--- src/hw/rtl/utwe_pkg.sv ---
// Shared types, codes and helpers for the UTF-8 text width engine.
// Used by utwe_decode, utwe_rsp_fifo and utf8_text_width_engine; no dependencies.
package utwe_pkg;

   // byte classes and sequence bounds
   localparam logic [7:0] BYTE_ASCII_MAX = 8'h7F;
   localparam logic [7:0] BYTE_LEAD2_MAX = 8'hDF;
   localparam logic [7:0] BYTE_LEAD2_MIN = 8'hC2;
   localparam logic [7:0] BYTE_LEAD3_MIN = 8'hE0;
   localparam logic [7:0] BYTE_LEAD3_MAX = 8'hEF;
   localparam logic [7:0] BYTE_CONT_MIN  = 8'h80;
   localparam logic [7:0] BYTE_CONT_MAX  = 8'hBF;
   localparam logic [7:0] BYTE_SPACE     = 8'h20;
   localparam logic [7:0] BYTE_TAB       = 8'h09;
   localparam logic [15:0] CODE_SPACE    = 16'h0020;

   // sequence length codes
   localparam logic [1:0] SEQ_LEN_ONE   = 2'd1;
   localparam logic [1:0] SEQ_LEN_TWO   = 2'd2;
   localparam logic [1:0] SEQ_LEN_THREE = 2'd3;

   // what a decoded byte does to the position
   localparam logic [1:0] KIND_NONE  = 2'd0;
   localparam logic [1:0] KIND_SPACE = 2'd1;
   localparam logic [1:0] KIND_TAB   = 2'd2;
   localparam logic [1:0] KIND_GLYPH = 2'd3;

   // request operations
   localparam logic OP_WRITE_ENTRY = 1'b0;
   localparam logic OP_TEXT_BYTE   = 1'b1;

   localparam logic [7:0] SPACE_ADVANCE = 8'd4;
   localparam logic [4:0] TAB_REACH     = 5'd16;
   localparam logic [3:0] TAB_PITCH     = 4'd12;
   localparam logic [3:0] TAB_LEAD      = 4'd4;

   localparam int RSP_DEPTH    = 8;
   localparam int RSP_PTR_BITS = 3;
   localparam int RSP_PUSHES   = 3;

   typedef struct packed {
      logic [1:0]  kind;
      logic [15:0] code;
   } dec_type;

   typedef struct packed {
      logic [15:0] position;
      logic        final_res;
   } rsp_item_type;

   typedef struct packed {
      logic [RSP_PUSHES-1:0]               valid;
      rsp_item_type [RSP_PUSHES-1:0]       item;
   } rsp_push_type;

   // remainder by twelve of a value below 512, restoring style
   function automatic logic [3:0] mod12(input logic [8:0] v);
      logic [8:0] t;
      t = v;
      for (int k = 5; k >= 0; k--) begin
         if (t >= (9'd12 << k)) begin
            t = t - (9'd12 << k);
         end
      end
      return t[3:0];
   endfunction

endpackage

--- src/hw/rtl/utwe_rsp_fifo.sv ---
// Result queue: takes up to three items a cycle in order, gives one a cycle while rsp_tready is high.
// Depends on utwe_pkg.
module utwe_rsp_fifo (
   input  logic                    clock,
   input  logic                    reset,
   input  utwe_pkg::rsp_push_type  push,
   output logic [utwe_pkg::RSP_PTR_BITS:0] level,
   output logic                    rsp_tvalid,
   input  logic                    rsp_tready,
   output logic [15:0]             rsp_tdata,   // [15:0] position
   output logic                    rsp_tlast    // final_res
);

   localparam int PB = utwe_pkg::RSP_PTR_BITS;

   utwe_pkg::rsp_item_type slot_ff [utwe_pkg::RSP_DEPTH];
   logic [PB-1:0] head_ff, head_in, tail_ff, tail_in;
   logic [PB:0]   count_ff, count_in;
   logic [PB-1:0] offset [utwe_pkg::RSP_PUSHES];
   logic [PB:0]   npush;
   logic          pop;

   always_comb begin
      npush = '0;
      for (int i = 0; i < utwe_pkg::RSP_PUSHES; i++) begin
         offset[i] = npush[PB-1:0];
         npush     = npush + (PB+1)'(push.valid[i]);
      end
      pop      = rsp_tvalid && rsp_tready;
      head_in  = head_ff + PB'(pop);
      tail_in  = tail_ff + npush[PB-1:0];
      count_in = count_ff + npush - (PB+1)'(pop);
   end

   always_ff @(posedge clock) begin
      if (reset) begin
         head_ff  <= '0;
         tail_ff  <= '0;
         count_ff <= '0;
      end else begin
         head_ff  <= head_in;
         tail_ff  <= tail_in;
         count_ff <= count_in;
      end
   end

   always_ff @(posedge clock) begin
      for (int i = 0; i < utwe_pkg::RSP_PUSHES; i++) begin
         if (push.valid[i]) begin
            slot_ff[tail_ff + offset[i]] <= push.item[i];
         end
      end
   end

   assign level      = count_ff;
   assign rsp_tvalid = (count_ff != '0);
   assign rsp_tdata  = slot_ff[head_ff].position;
   assign rsp_tlast  = slot_ff[head_ff].final_res;

endmodule

--- config.mk ---
export PLATFORM = sky130hd
export DESIGN_NAME = utwe_rsp_fifo
export DESIGN_NICKNAME = d
export VERILOG_FILES = /design/src/hw/rtl/utwe_pkg.sv /design/src/hw/rtl/utwe_rsp_fifo.sv
export SDC_FILE = /design/constraint.sdc
export NUM_CORES = 1
export LEC_CHECK = 0
export BUFFER_PORTS_ARGS = -buffer_cell sky130_fd_sc_hd__buf_4
export CORE_UTILIZATION = 43
export DETAILED_ROUTE_END_ITERATION = 8
export PLACE_DENSITY = 0.64
export SYNTH_ARGS = -nofsm -noshare
export SYNTH_HDL_FRONTEND = slang
export SYNTH_SLANG_ARGS = --single-unit
--- constraint.sdc ---
create_clock -name clock -period 5.49 [get_ports clock]
set_input_delay 0.2745 -clock clock [delete_from_list [all_inputs] [get_ports clock]]
set_output_delay 0.2745 -clock clock [all_outputs]
set_load 0.005 [all_outputs]
# Word-level counts from Yosys, hierarchy flattened

Memories as Yosys holds them, arrays and structs flattened. A register that Yosys moved wholly into a read port is not among the register bits.
Index checks and enable logic that the tools add are counted.
W data, S select, Z words.

$add $sub $neg: 8
Muxes and demuxes: 7
Reduce and logical (&&, ||, !) cells: 2

Operators with widths:

| cell                | number |
|---|---|
| $add A3 B1 Y3       | 2 |
| $mux W1             | 6 |
| $add A4 B3 Y4       | 1 |
| $reduce_bool A4 Y1  | 1 |
| $sub A4 B1 Y4       | 1 |
| $add A2 B1 Y3       | 1 |
| $add A3 B2 Y3       | 1 |
| $add A3 B3 Y3       | 1 |
| $mux W3             | 1 |
| $add A1 B1 Y2       | 1 |
| $logic_and A1 B1 Y1 | 1 |

Register bits after elaboration: 10
Bits in writable memories: 136
Output and inout bits: 22
Memories: 1

Memory list:

| name    | depth | bits a word | read ports | clocked after memory_dff | wr ports | line                | text |
|---|---|---|---|---|---|---|---|
| slot_ff | 8     | 17          | 1          | 1                        | 3        | utwe_rsp_fifo.sv:16 | `utwe_pkg::rsp_item_type slot_ff [utwe_pkg::RSP_DEPTH];` |

# Depth between registers and ports, before layout

Depth after elaboration: 4
Mapped depth: 9
Depth with buffers taken out: 9

# Worst setup path after synthesis

Ideal clock, no wire load.

Kind: input-to-reg
Start point: input push[51] in the netlist's numbering
End point: memory slot_ff[0][0] in the netlist's numbering (enable)
Library setup time: 397 ps
Arrival time: 2781 ps
Required time: 5093 ps
Setup slack: 2313 ps
Stages: 9
Path buffers: 3
Path through: ha_1 -> ha_1 -> fa_1 -> or3b_1 -> buf_2 -> or2_1 -> buf_2 -> buf_6 -> o211ai_1

RTL lines:

| what               | line                | text |
|---|---|---|
| start: declaration | utwe_rsp_fifo.sv:6  | `input utwe_pkg::rsp_push_type push,` |
| end: declaration   | utwe_rsp_fifo.sv:16 |  |

==> summary.txt <==
Status: finished, final reports clean
Ys async rst share: 0%
Post-synth top cells: nand2_1 (139), a31oi_1 (136), edfxtp_1 (136), nor3_1 (136), o21ai_0 (114)
Fin crit period: 4.077 ns
Setup slack, reg-to-reg: 1.41 ns
YS warnings: 0
Clock Skews: 0.009919 ns
CTS max path bufs: 2
Antenna violations before repair: 0
Buffers on Ports: 78
Post-DP Area: 10,620 um^2
Final setup viols: 0
Grt total ovfl: 0
CTS tree: built
Crit path from: tail_ff[0]
DP Wirelength: 19.93 mm
Via count: 9,077
CP startpoint kind: flop
Cell area after layout: 11,200 um^2
Area occupied by multi-input gates: 5075 um^2
Setup repair bufs after CTS: 0
Share of layout cells above drive strength 1: 19.39%
Unique cell type count in the Yosys netlist: 38
Post-Syn Nets: 1,118
CP arrival: 4.21 ns
Drt total wl: 32.60 mm
Vias per cell: 6.815
DRC: 0
Count leader, synth: nand2_1
Drt first pass iters: 7
Post-synthesis sequential area ratio: 43.10%
Initial Util: 43.91%
N_diodes: 0
FF+latch area: 4287 um^2
Clock sink count: 146
Top_reg_cell synth: edfxtp_1
Die Wd: 154.0 um
PwrDens: 455.2 nW/um^2
Peak supply drop: 0.0002864 V
Worst reg2reg path depth: 5
Pins Over Slew Limit: 0
Tcrit/Tclk final: 74.26%
Vias in the first global route: 8,395
Clk slew on worst S/H paths: 0.07 ns
Final Net Count: 1,110
Avg Inst Size Synth: 9.540 um^2
# Max-Cap Violations: 0
Ranking of synthesized cells by area: edfxtp_1 (41%), a31oi_1 (8.6%), mux4_2 (7.7%)
H-tree depth: 4
Final hold violation count: 0
Crit path to: slot_ff[0][7]
GP Congestion: 0.8289
Critical path class: flop to flop
DR WL/cell: 24.47 um
Die Area: 23,730 um^2
Gr usage total: 28.05%
CORE AREA: 22,640 um^2
Number of synthesized flops with an enable pin: 136
Post-synthesis instance area: 9941 um^2
IO Pins: 79
Relative slew margins: 13.95%
FF+latch count, synth: 146
Worst-skew pair later-pin latency: 0.44 ns
RR Endpoint: slot_ff[0][7]
Largest net degree at the start of global routing: 91
First DRT Iteration DRCs: 1,208
Routed Antenna Nets: 0
Post-place setup slack: 1.496 ns
Worst endpoint required time: 5.63 ns
RSZ-0062 raised after global routing: no
Worst-margin pin slew: 1.285 ns
Row count: 55
Mapped Cells: 1,042
Hold WC Path Type: input port to flop
Fmax: 0.2453 GHz
Critical Path Fanout Max: 72
Crit Reg-Reg Startpoint: tail_ff[0]
First-pass GRT wire length: 50.41 mm
CTS resizes: 0
Die Y: 154.0 um
# hold bufs at CTS: 0
Synthesis-to-layout area growth: 12.65%
Setup WS post-layout: 1.413 ns
Hold Slack: 0.07961 ns
Leak Pwr: 3.621 nW
Root Buffer: clkbuf_16
Crit. End Element: flop
Fillers: 2,073
Largest area contributor in the netlist: edfxtp_1
Synth top area share: 41.08%
CTS Buf Count: 17
Setup TNS: 0 ns
[layer usage]
| layer | global-route usage (%) | up-vias | share of wire (%) |
|---|---|---|---|
| met5 | 0 | - | 0 |
| met4 | 12.05 | 0 | 3.0 |
| met3 | 4.961 | 74 | 11 |
| met2 | 42.45 | 674 | 45 |
| met1 | 39.47 | 4345 | 40 |
| li1 | - | 3984 | - |
[logic make-up (layout without fill, tap and decap cells)]
| family | Yosys count | count (layout) | share of synthesized area [%] |
|---|---|---|---|
| XOR/XNOR | 9 | 9 | 0.9441 |
| buffers and inverters | 153 | 158 | 6.394 |
| AND/OR/NAND/NOR | 380 | 380 | 20.94 |
| multiplexers | 51 | 51 | 9.629 |
| flip-flops | 146 | 146 | 43.10 |
| AO/OA/AOI/OAI | 284 | 284 | 16.30 |
| adder cells (fa/ha/maj) | 19 | 19 | 2.694 |
[flip-flops by register name (all words and copies together) (netlist names)]
signal	count
head_ff	3
slot_ff	136
level	4
tail_ff	3
[report_power, final]
group          internal, mW  switching (mW)
combinational         0.826            1.36
clock                 0.671           0.483
sequential             1.61           0.149
total                  3.10            1.99
[how the worst min path moves through the flow]
stage | from | to | cells past startpoint
final | reset | level[1] | 2
after global routing | reset | level[1] | 2
after CTS | reset | level[1] | 2
after detailed placement | head_ff[2] | head_ff[2] | 2
after global placement | head_ff[2] | head_ff[2] | 2
after floorplan | reset | level[3] | 2
[worst max-delay path: stages, from the launching register on]
cell and delay [ns]:
dfxtp_1 0.47, ha_2 0.23, ha_2 0.67, or3b_1 1.01, o211ai_1 1.01, buf_4 0.33
[cell usage in the layout, fill, tap and decap left out, drive strengths merged]
| cell type | netlist | final |
|---|---|---|
| nand2 | 139 | 139 |
| o21ai | 137 | 137 |
| nor3 | 136 | 136 |
| a31oi | 136 | 136 |
| edfxtp | 136 | 136 |
| buf | 63 | 113 |
| and4b | 34 | 34 |
| mux4 | 34 | 34 |
| clkbuf | 77 | 22 |
| inv | 13 | 18 |
| and4 | 17 | 17 |
| nor4bb | 17 | 17 |
| mux2 | 17 | 17 |
| ha | 15 | 15 |
| dfxtp | 10 | 10 |
| o211ai | 8 | 8 |
| nor2b | 7 | 7 |
| nand3 | 6 | 6 |
| nor2 | 6 | 6 |
| xnor2 | 6 | 6 |
| nand2b | 5 | 5 |
| nand3b | 4 | 4 |
| or2 | 4 | 4 |
| fa | 4 | 4 |
| clkinv | 0 | 4 |
| xor2 | 3 | 3 |
| or3b | 2 | 2 |
| nand4 | 1 | 1 |
| or4 | 1 | 1 |
| and2 | 1 | 1 |
| a21o | 1 | 1 |
| a21oi | 1 | 1 |
| a2111o | 1 | 1 |
| clkinvlp | 0 | 1 |
[cell type report]
cell class	count	share of cell area [%]
inverters	13	0.4358
clock inverters	10	0.5810
clock buffers	22	4.626
flip-flops and latches	146	38.28
well taps	285	3.184
repair buffers	113	7.575
multi-input cells	743	45.32
[through the flow]
stage,utilization (%),power [mW],instances
6_report,49.46,5.097,1332
5_1_grt,49.46,5.321,1332
4_1_cts,49.46,5.062,1332
3_5_place_dp,46.89,3.921,1300
3_3_place_gp,46.89,3.882,1300
2_1_floorplan,-,3.148,1042
(Power assumes the default switching activity.)
